===== src/rtl/core/sfd_pkg.sv =====
`timescale 1ns / 1ps
// ----------------------------------------------------------------------------
// sfd_pkg
// Shared types, constants and the CRC-16/MODBUS byte update for the sensor
// frame deframer.
// ----------------------------------------------------------------------------
package sfd_pkg;

    // Header and tail markers
    localparam logic [7:0] HDR_START    = 8'h01;
    localparam logic [7:0] HDR_ID_LIMIT = 8'h0A;
    localparam logic [7:0] HDR_SYNC     = 8'hAA;
    localparam logic [7:0] TAIL_MARK    = 8'h55;

    // Frame length limits
    localparam logic [7:0] MIN_FRAME = 8'd6;
    localparam logic [7:0] MAX_FRAME = 8'd64;

    // CRC-16/MODBUS
    localparam logic [15:0] CRC_INIT = 16'hFFFF;
    localparam logic [15:0] CRC_POLY = 16'hA001;

    // Result queue geometry
    localparam int FIFO_AW    = 3;
    localparam int FIFO_DEPTH = 1 << FIFO_AW;
    localparam int RUN_MAX    = 4;

    // One result beat
    typedef struct packed {
        logic       frame_good;
        logic       frame_end;
        logic       run_last;
        logic [7:0] byte_index;
        logic [7:0] frame_byte;
    } result_t;

    // Reflected CRC-16 update by one byte
    function automatic logic [15:0] crc16_byte(input logic [15:0] crc_in,
                                               input logic [7:0]  data);
        logic [15:0] crc;
        crc = crc_in ^ {8'h00, data};
        for (int i = 0; i < 8; i++)
        begin
            if (crc[0])
                crc = (crc >> 1) ^ CRC_POLY;
            else
                crc = crc >> 1;
        end
        return crc;
    endfunction

endpackage


===== src/rtl/core/sfd_result_fifo.sv =====
`timescale 1ns / 1ps
// ----------------------------------------------------------------------------
// sfd_result_fifo
// Small result queue: takes up to four beats per cycle, hands out one beat
// per cycle on the output stream while out_ready is high.
// ----------------------------------------------------------------------------
module sfd_result_fifo
(
    input  logic                                    clk,
    input  logic                                    rst_n,
    input  logic [2:0]                              push_count,
    input  sfd_pkg::result_t [sfd_pkg::RUN_MAX-1:0] push_data,
    output logic                                    room,
    output logic                                    out_valid,
    input  logic                                    out_ready,
    output sfd_pkg::result_t                        out_data
);

    sfd_pkg::result_t              mem_reg [sfd_pkg::FIFO_DEPTH];
    logic [sfd_pkg::FIFO_AW-1:0]   wr_ptr_reg;
    logic [sfd_pkg::FIFO_AW-1:0]   rd_ptr_reg;
    logic [sfd_pkg::FIFO_AW:0]     count_reg;
    logic [sfd_pkg::FIFO_AW:0]     count_next;
    logic                          pop;

    // Room for a full run of beats, judged on the registered fill
    assign room = (count_reg <= (sfd_pkg::FIFO_AW+1)'(sfd_pkg::FIFO_DEPTH - sfd_pkg::RUN_MAX));

    assign out_valid = (count_reg != '0);
    assign out_data  = mem_reg[rd_ptr_reg];
    assign pop       = out_valid && out_ready;

    assign count_next = count_reg + (sfd_pkg::FIFO_AW+1)'(push_count)
                        - (sfd_pkg::FIFO_AW+1)'(pop);

    // Store pushed beats in order
    always_ff @(posedge clk)
    begin
        for (int i = 0; i < sfd_pkg::RUN_MAX; i++)
        begin
            if (3'(i) < push_count)
                mem_reg[wr_ptr_reg + sfd_pkg::FIFO_AW'(i)] <= push_data[i];
        end
    end

    // Advance pointers and fill count
    always_ff @(posedge clk or negedge rst_n)
    begin
        if (!rst_n)
        begin
            wr_ptr_reg <= '0;
            rd_ptr_reg <= '0;
            count_reg  <= '0;
        end
        else
        begin
            wr_ptr_reg <= wr_ptr_reg + sfd_pkg::FIFO_AW'(push_count);
            rd_ptr_reg <= rd_ptr_reg + sfd_pkg::FIFO_AW'(pop);
            count_reg  <= count_next;
        end
    end

endmodule


===== src/rtl/core/sensor_frame_deframer_crc16.sv =====
`timescale 1ns / 1ps
// ----------------------------------------------------------------------------
// sensor_frame_deframer_crc16
// Hunts a byte stream for a frame header, passes the frame through with its
// byte index and checks CRC-16/MODBUS and the tail byte.
// ----------------------------------------------------------------------------
//  channel   dir  beat contents
//  s_axis    in   tdata[7:0] rx_byte
//  m_axis    out  tdata[7:0] frame_byte, [15:8] byte_index; tlast run_last;
//                 tuser[0] frame_end, [1] frame_good
//
// One input byte is taken per cycle while s_axis_tready is high. A header
// byte makes four output beats, a frame byte one, a hunting byte none. Beats
// go into an 8-entry result queue; s_axis_tready is high while the queue has
// room for four beats, so a stalled output stops input once five are queued.
// Reset clears to hunting with an empty queue.
// ----------------------------------------------------------------------------
module sensor_frame_deframer_crc16
(
    input  logic        clk,
    input  logic        rst_n,
    input  logic        s_axis_tvalid,
    output logic        s_axis_tready,
    input  logic [7:0]  s_axis_tdata,   // [7:0] rx_byte
    output logic        m_axis_tvalid,
    input  logic        m_axis_tready,
    output logic [15:0] m_axis_tdata,   // [7:0] frame_byte, [15:8] byte_index
    output logic        m_axis_tlast,
    output logic [1:0]  m_axis_tuser    // [0] frame_end, [1] frame_good
);

    logic [7:0]  hist0_reg, hist1_reg, hist2_reg;
    logic [7:0]  hist0_next, hist1_next, hist2_next;
    logic        collecting_reg, collecting_next;
    logic [7:0]  byte_count_reg, byte_count_next;
    logic [7:0]  frame_length_reg, frame_length_next;
    logic [15:0] crc_reg, crc_next;
    logic        check_ok_reg, check_ok_next;

    logic        accept;
    logic [7:0]  rx;
    logic        header_hit;
    logic [8:0]  k_ext;
    logic [8:0]  len_ext;
    logic        crc_en;
    logic        chk_lo, chk_hi, at_end;
    logic [15:0] crc_sync;
    logic        good;
    logic [2:0]  push_count;

    sfd_pkg::result_t [sfd_pkg::RUN_MAX-1:0] push_data;
    sfd_pkg::result_t                        out_data;

    assign accept = s_axis_tvalid && s_axis_tready;
    assign rx     = s_axis_tdata;

    // Header match on history plus the length byte
    assign header_hit = !collecting_reg
                        && (hist0_reg == sfd_pkg::HDR_START)
                        && (hist1_reg <  sfd_pkg::HDR_ID_LIMIT)
                        && (hist2_reg == sfd_pkg::HDR_SYNC)
                        && (rx >= sfd_pkg::MIN_FRAME)
                        && (rx <= sfd_pkg::MAX_FRAME);

    // Position tests for a frame byte
    assign k_ext   = {1'b0, byte_count_reg};
    assign len_ext = {1'b0, frame_length_reg};
    assign crc_en  = (k_ext + 9'd4) <= len_ext;
    assign chk_lo  = (k_ext + 9'd3) == len_ext;
    assign chk_hi  = (k_ext + 9'd2) == len_ext;
    assign at_end  = (k_ext + 9'd1) == len_ext;
    assign good    = at_end && check_ok_reg && (rx == sfd_pkg::TAIL_MARK);

    // CRC after the sync byte at index 2 (constant)
    assign crc_sync = sfd_pkg::crc16_byte(sfd_pkg::CRC_INIT, sfd_pkg::HDR_SYNC);

    // Next state and result beats
    always_comb
    begin
        hist0_next        = hist0_reg;
        hist1_next        = hist1_reg;
        hist2_next        = hist2_reg;
        collecting_next   = collecting_reg;
        byte_count_next   = byte_count_reg;
        frame_length_next = frame_length_reg;
        crc_next          = crc_reg;
        check_ok_next     = check_ok_reg;
        push_count        = 3'd0;

        push_data[0] = '{frame_good: 1'b0, frame_end: 1'b0, run_last: 1'b0,
                         byte_index: 8'd0, frame_byte: sfd_pkg::HDR_START};
        push_data[1] = '{frame_good: 1'b0, frame_end: 1'b0, run_last: 1'b0,
                         byte_index: 8'd1, frame_byte: hist1_reg};
        push_data[2] = '{frame_good: 1'b0, frame_end: 1'b0, run_last: 1'b0,
                         byte_index: 8'd2, frame_byte: sfd_pkg::HDR_SYNC};
        push_data[3] = '{frame_good: 1'b0, frame_end: 1'b0, run_last: 1'b1,
                         byte_index: 8'd3, frame_byte: rx};

        if (collecting_reg)
        begin
            // Pass one frame byte through
            push_data[0] = '{frame_good: good, frame_end: at_end, run_last: 1'b1,
                             byte_index: byte_count_reg, frame_byte: rx};
            if (accept)
            begin
                push_count      = 3'd1;
                byte_count_next = byte_count_reg + 8'd1;
                if (crc_en)
                    crc_next = sfd_pkg::crc16_byte(crc_reg, rx);
                if ((chk_lo && rx != crc_reg[7:0]) || (chk_hi && rx != crc_reg[15:8]))
                    check_ok_next = 1'b0;
                if (at_end)
                begin
                    collecting_next = 1'b0;
                    byte_count_next = 8'd0;
                    hist0_next      = 8'd0;
                    hist1_next      = 8'd0;
                    hist2_next      = 8'd0;
                end
            end
        end
        else if (accept)
        begin
            if (header_hit)
            begin
                // Emit the header run and start collecting
                push_count        = 3'd4;
                frame_length_next = rx;
                collecting_next   = 1'b1;
                byte_count_next   = 8'd4;
                hist0_next        = 8'd0;
                hist1_next        = 8'd0;
                hist2_next        = 8'd0;
                if (rx == sfd_pkg::MIN_FRAME)
                begin
                    crc_next      = crc_sync;
                    check_ok_next = (rx == crc_sync[7:0]);
                end
                else
                begin
                    crc_next      = sfd_pkg::crc16_byte(crc_sync, rx);
                    check_ok_next = 1'b1;
                end
            end
            else
            begin
                // Shift the hunting history
                hist0_next = hist1_reg;
                hist1_next = hist2_reg;
                hist2_next = rx;
            end
        end
    end

    // Hold deframer state
    always_ff @(posedge clk or negedge rst_n)
    begin
        if (!rst_n)
        begin
            hist0_reg        <= 8'd0;
            hist1_reg        <= 8'd0;
            hist2_reg        <= 8'd0;
            collecting_reg   <= 1'b0;
            byte_count_reg   <= 8'd0;
            frame_length_reg <= 8'd0;
            crc_reg          <= sfd_pkg::CRC_INIT;
            check_ok_reg     <= 1'b1;
        end
        else
        begin
            hist0_reg        <= hist0_next;
            hist1_reg        <= hist1_next;
            hist2_reg        <= hist2_next;
            collecting_reg   <= collecting_next;
            byte_count_reg   <= byte_count_next;
            frame_length_reg <= frame_length_next;
            crc_reg          <= crc_next;
            check_ok_reg     <= check_ok_next;
        end
    end

    // Queue result beats toward the output
    sfd_result_fifo u_result_fifo
    (
        .clk        (clk),
        .rst_n      (rst_n),
        .push_count (push_count),
        .push_data  (push_data),
        .room       (s_axis_tready),
        .out_valid  (m_axis_tvalid),
        .out_ready  (m_axis_tready),
        .out_data   (out_data)
    );

    assign m_axis_tdata = {out_data.byte_index, out_data.frame_byte};
    assign m_axis_tlast = out_data.run_last;
    assign m_axis_tuser = {out_data.frame_good, out_data.frame_end};

endmodule


===== config.mk =====
export PLATFORM = sky130hd
export DESIGN_NAME = sensor_frame_deframer_crc16
export DESIGN_NICKNAME = d
export VERILOG_FILES = /design/src/rtl/core/sfd_pkg.sv /design/src/rtl/core/sfd_result_fifo.sv /design/src/rtl/core/sensor_frame_deframer_crc16.sv
export SDC_FILE = /design/constraint.sdc
export NUM_CORES = 1
export LEC_CHECK = 0
export BUFFER_PORTS_ARGS = -buffer_cell sky130_fd_sc_hd__clkbuf_2
export CAP_MARGIN = 20
export CORE_UTILIZATION = 30
export DETAILED_ROUTE_END_ITERATION = 16
export GPL_ROUTABILITY_DRIVEN = 0
export GPL_TIMING_DRIVEN = 0
export SYNTH_ARGS = -nofsm -noshare
export SYNTH_HDL_FRONTEND = slang
export SYNTH_SLANG_ARGS = --single-unit

===== constraint.sdc =====
create_clock -name clk -period 5.65 [get_ports clk]
set_input_delay 0.2825 -clock clk [delete_from_list [all_inputs] [get_ports clk]]
set_output_delay 0.2825 -clock clk [all_outputs]
set_load 0.005 [all_outputs]

==> impl_metrics.toml, run 1 <==
[logic_synthesis]
synth_edf_count = 64
yosysSeqAreaShare_pct = 44.20
syn_inst = 1239
synth_ff_type = "dfxtp_1"
synth_nets = 1294
yosysWarnings = 0
synth_area_leader_cell = "edfxtp_1"
synth_seq_cells = 220
synthesis.area_um2 = 12230
ys_types = 77
ys_top_cells_by_area = "edfxtp_1 (16%), dfxtp_1 (14%), dfrtp_1 (10%)"
async_flop_share_pct = 30.91
synth_top_area_share_pct = 15.71
avgSynthCellArea_um2 = 9.873

[clocking]
cts_buffers = 24
cts_setup_buffers = 0
htreeDepth = 1
clockBufferDepth = 3
clkLatencyLatePin_ps = 540
clkTransAtPathRegs_ps = 70
cts_sinks = 220
cts-root-buf = "clkbuf_16"
cts_tree = "yes"
ctsResizeCount = 0

[setup_path]
worst_ep_arrival_time_ps = 4850
crit_path_frequent_cell = "ha_1"
reg2reg_from = "u_result_fifo.count_reg[1]"
crit_slowest_cell = "clkbuf_1"
r2r_setup_slack_ps = 1990
reg2reg_to = "u_result_fifo.count_reg[3]"
reg2regPathDepth = 14
worstSetupPathType = "in2reg"
crit_family = "buffers and inverters"
cp_max_fo = 10
required_ps = 6100
cpPeakStageDelay_ps = 740
path_buf_inv = 9
path_cells = "clkbuf_2 > clkbuf_1 > inv_1 > ha_1 > and4_4 > buf_6 > a311o_1 > mux2i_2 > nor3_4 > inv_2 > buf_6 > buf_2 > buf_2 > ha_1 > inv_1 > ha_1 > a21oi_1 > xnor2_1"
crit_path_start_kind = "input port"
cp-end-kind = "register"

[timing]
clock.fmax_mhz = 227.4
worst_slew_pin_slew_ps = 979.2
fin_hold_ws_ps = 238.1
rsz0062_at_grt = "no"
fin_skew_ps = 21.29
drv_slew = 0
tns_ps = 0
fin_crit_sh_pct = 77.84
slew_headroom_pct = 34.22
timing.final.hold_violations = 0
finalSetupViolCount = 0
period_needed_ps = 4398

[global_routing]
grt_pass1_vias = 9718
grt_max_degree = 39
overflow = 0
antenna_found_initial = 0
grt_pass1_wl_mm = 56.84
grt_usage_pct = 17.57

[cells_and_area]
final_common_cell = "nand2_1"
final_cell_count_no_fill = 1844
drive_above_1_share_pct = 16.22
area_growth_pct = 14.16
mostFrequentLayoutCells = "nand2_1 (194), nor2_1 (89), dfxtp_1 (88), a21oi_1 (67)"
largest_reg_flops = 152
nets = 1356
num_antenna_cells = 0

[routing]
viasPerCell = 5.349
drt_iter0_drc = 951
dr.pass1.iters = 6
wl_mm = 36.55
drc = 0
wl_per_cell_um = 19.82
drtAntennaViolNets = 0
vias = 9864

[power_and_ir_drop]
p_per_area_nw_per_um2 = 315.2
p_leak_nw = 5.396
finalPower_mw = 4.401
ir_drop_mv = 0.1884

[place]
dp.final_hpwl_mm = 27.95
portBuffers = 32
dp_cells = 1798

[worst_hold_path]
min_to = "u_result_fifo.rd_ptr_reg[0]"
holdPathStages = 3
hp-start = "m_axis_tready"
min_path_type = "in2reg"

[floorplanning]
coreArea_um2 = 40010
die_y_um = 203.9
fp.dieW_um = 203.9
io_pins = 33
die_area_um2 = 41590
row_count = 73
start_util_pct = 30.58

[job]
drv_cap = 0

[status]
outcome = "finished, final reports clean"
metrics by stage:
step                      area, µm²  setup WS (ps)  utilization [%]
final                         13960           1252            34.91
after CTS                     13960           1405            34.89
after detailed placement      13080          873.0            32.69
after global routing          13960           1108            34.91
after global placement        13050          878.8            32.62
after floorplan               12230           2248                -
cells by family after synthesis:
logic type                 count (synthesis)  share of synthesized area [%]
and+or+nand+nor                          444                          17.19
AOI/OAI and AO/OA                        239                          12.59
DFF                                      220                          44.20
buffers and inverters                    128                          4.408
muxes                                    101                          12.40
xor gates and xnor gates                  64                          4.756
adders and majority gates                 43                          4.459
metal layers:
layer / track usage [%] / vias to the layer above / part of all wire (%)
met2: 28.50 / 405 / 46
li1: - / 4550 / -
met4: 4.664 / 0 / 2.5
met5: 0 / - / 0
met1: 24.24 / 4825 / 45
met3: 2.774 / 84 / 7.1
worst register-to-register path, stage by stage (launching register included):
cell	delay [ps]
dfrtp_1	410
o21ai_1	210
and3b_1	250
clkbuf_1	320
nand2_1	170
nor3_4	560
inv_2	110
buf_6	190
buf_2	240
buf_2	230
ha_1	290
inv_1	40
ha_1	290
a21oi_1	160
xnor2_1	130
what timing repair did:
item,4_1_cts,5_1_grt
hold buffers,1,0
setup endpoints to repair,0,0
endpoints found under the hold margin,29,0
cell type report:
cell class / count / area [µm²]
fill: 4124 / 26040
multi-input combinational: 891 / 6287
sequential: 220 / 5406
clock buffer: 31 / 676.9
tap: 525 / 656.9
buffer: 85 / 377.9
timing repair buffer: 36 / 202.7
clock inverter: 13 / 195.2
inverter: 43 / 161.4
worst max-delay path by stage:
stage / endpoint / cells past startpoint / start
2_1_floorplan: u_result_fifo.count_reg[3] / 17 / s_axis_tdata[5]
3_3_place_gp: u_result_fifo.count_reg[3] / 18 / s_axis_tdata[5]
3_5_place_dp: u_result_fifo.count_reg[3] / 18 / s_axis_tdata[5]
4_1_cts: u_result_fifo.count_reg[3] / 18 / s_axis_tdata[5]
5_1_grt: u_result_fifo.count_reg[3] / 18 / s_axis_tdata[5]
6_report: u_result_fifo.count_reg[3] / 18 / s_axis_tdata[5]
where the power goes:
| group | switching, mW | internal [mW] |
|---|---|---|
| registers | 0.0772 | 1.72 |
| clock network | 0.684 | 1.04 |
| logic | 0.520 | 0.360 |
cell usage after synthesis (21+ instances only):
library cell and count:
nand2_1 194, mux4_2 38, ha_1 42, clkbuf_1 51, nor2_1 89, nand3_1 28, edfxtp_1 64, nor3_1 22
mux2_2 21, and2_1 23, mux2i_1 41, a21oi_1 67, xnor2_1 45, dfrtp_1 51, o21ai_0 64, dfxtp_1 88
buf_2 23, inv_1 41
No activity file was read; power rests on OpenSTA's default activity.
==> inputs of run 2 (changes only) <==
Clock period 5.65 ns to 4.4 ns, I/O delays scaled along.
==> run 2 against run 1 <==
- core utilization barely moved
- clock power is 28% higher
- worst hold slack got worse by 63 ps
- die area did not move
- non-clock buffer count shrank 1
- setup slack worse by 950 ps
- first-iteration DRC count down 5.6%
- critical path depth is the same
- sequential share of layout area hardly changed
- highest routed layer unchanged
==> impl_metrics.toml, run 2 (synthesis gave the netlist of run 1 again) <==
[status]
outcome = "finished, final reports clean"

[floorplanning]
die_y_um = 203.9
io_pins = 33
coreArea_um2 = 40010
fp.dieW_um = 203.9
die_area_um2 = 41590
start_util_pct = 30.58
row_count = 73

[cells_and_area]
num_antenna_cells = 0
largest_reg_flops = 152
final_cell_count_no_fill = 1843
design_area_um2 = 13960
drive_above_1_share_pct = 16.24
area_growth_pct = 14.13
nets = 1355
mostFrequentLayoutCells = "nand2_1 (194), nor2_1 (89), dfxtp_1 (88), a21oi_1 (67)"
final_common_cell = "nand2_1"

[routing]
viasPerCell = 5.321
drtAntennaViolNets = 0
wl_per_cell_um = 19.83
dr.pass1.iters = 6
wl_mm = 36.55
drc = 0
vias = 9806
drt_iter0_drc = 898

[global_routing]
antenna_found_initial = 0
overflow = 0
grt_pass1_vias = 9718
grt_usage_pct = 17.57
grt_pass1_wl_mm = 56.84
grt_max_degree = 39

[setup_path]
cp-end-kind = "register"
crit_path_start = "s_axis_tdata[3]"
cp_max_fo = 10
worstSetupPathType = "in2reg"
required_ps = 4850
worst_ep_arrival_time_ps = 4550
reg2reg_from = "u_result_fifo.count_reg[1]"
crit_path_start_kind = "input port"

[timing]
period_needed_ps = 4095
timing.final.hold_violations = 0
clock.fmax_mhz = 244.2
worst_slew_pin_slew_ps = 948.5
finalSetupViolCount = 0
drv_slew = 0
fin_crit_sh_pct = 93.08
rsz0062_at_grt = "no"
slew_headroom_pct = 36.28
fin_skew_ps = 21.28

[clocking]
clkTransAtPathRegs_ps = 70
clockBufferDepth = 3
ctsResizeCount = 0
cts_sinks = 220
clkLatencyLatePin_ps = 540
cts_buffers = 24
htreeDepth = 1
cts-root-buf = "clkbuf_16"
cts_tree = "yes"

[place]
portBuffers = 32
dpl_cell_area_um2 = 13080
dp_cells = 1798
dp.final_hpwl_mm = 27.95

[job]
drv_cap = 0

[power_and_ir_drop]
finalPower_mw = 5.649
ir_drop_mv = 0.2408
p_leak_nw = 5.395
p_per_area_nw_per_um2 = 404.6

[worst_hold_path]
min_path_type = "in2reg"
hp-start = "m_axis_tready"
run 2: repair_timing:
| action | in CTS | in global routing |
|---|---|---|
| endpoints found under the hold margin | 29 | 0 |
| endpoints found under the setup margin | 0 | 1 |
| setup buffers | 0 | 0 |
| hold buffers | 1 | 0 |
run 2: path summary, 6_finish.rpt:
path                                           endpoint  depth (start not counted)  slack (ps)
min reg2reg                u_result_fifo.mem_reg[1][15]                          2         450
max reg2reg                  u_result_fifo.count_reg[3]                         14         740
min                         u_result_fifo.rd_ptr_reg[0]                          3         180
max in group asynchronous                    crc_reg[6]                          3        3540
max                          u_result_fifo.count_reg[3]                         18         300
min in group asynchronous   u_result_fifo.rd_ptr_reg[0]                          2         220
run 2: critical path, cell delays in order:
cell and delay (ps):
clkbuf_2 150, buf_1 560, inv_1 370, ha_1 320, and4_4 200, buf_6 130
a311o_1 350, mux2i_2 320, nor3_4 160, inv_2 110, buf_6 180, buf_2 320
buf_2 290, ha_1 270, inv_1 50, ha_1 240, a21oi_1 160, xnor2_1 130
run 2: metal layers:
layer / part of all wire, % / routed length, µm / up-vias / global-route usage, %
met5: 0 / 0 / - / 0
met1: 45 / 16340 / 4799 / 24.24
met2: 46 / 16870 / 379 / 28.50
li1: - / - / 4546 / -
met4: 2.5 / 925 / 0 / 4.664
met3: 6.6 / 2417 / 82 / 2.774
run 2: layout make-up:
| type | count | area, µm² |
|---|---|---|
| fill | 4123 | 26050 |
| multi-input combinational | 891 | 6287 |
| sequential | 220 | 5406 |
| clock buffer | 31 | 676.9 |
| tap | 525 | 656.9 |
| buffer | 84 | 374.1 |
| timing repair buffer | 36 | 202.7 |
| clock inverter | 13 | 195.2 |
| inverter | 43 | 161.4 |
run 2: report_power, final:
part           total [mW]  internal [mW]  switching [mW]
Combinational        1.13          0.462           0.666
Clock                2.21           1.33           0.877
Sequential           2.31           2.21          0.0992
run 2: per-stage QoR:
step / hold WS, ps / utilization (%) / worst slack [ps] / TNS [ps]
floorplan: -75.59 / - / 1060 / 0
global placement: 439.5 / 32.62 / -308.7 / -1157
detailed placement: 243.2 / 32.69 / -314.5 / -1528
CTS: 173.1 / 34.89 / 217.6 / 0
global route: 178.3 / 34.90 / 166.4 / 0
finish: 175.5 / 34.90 / 304.5 / 0
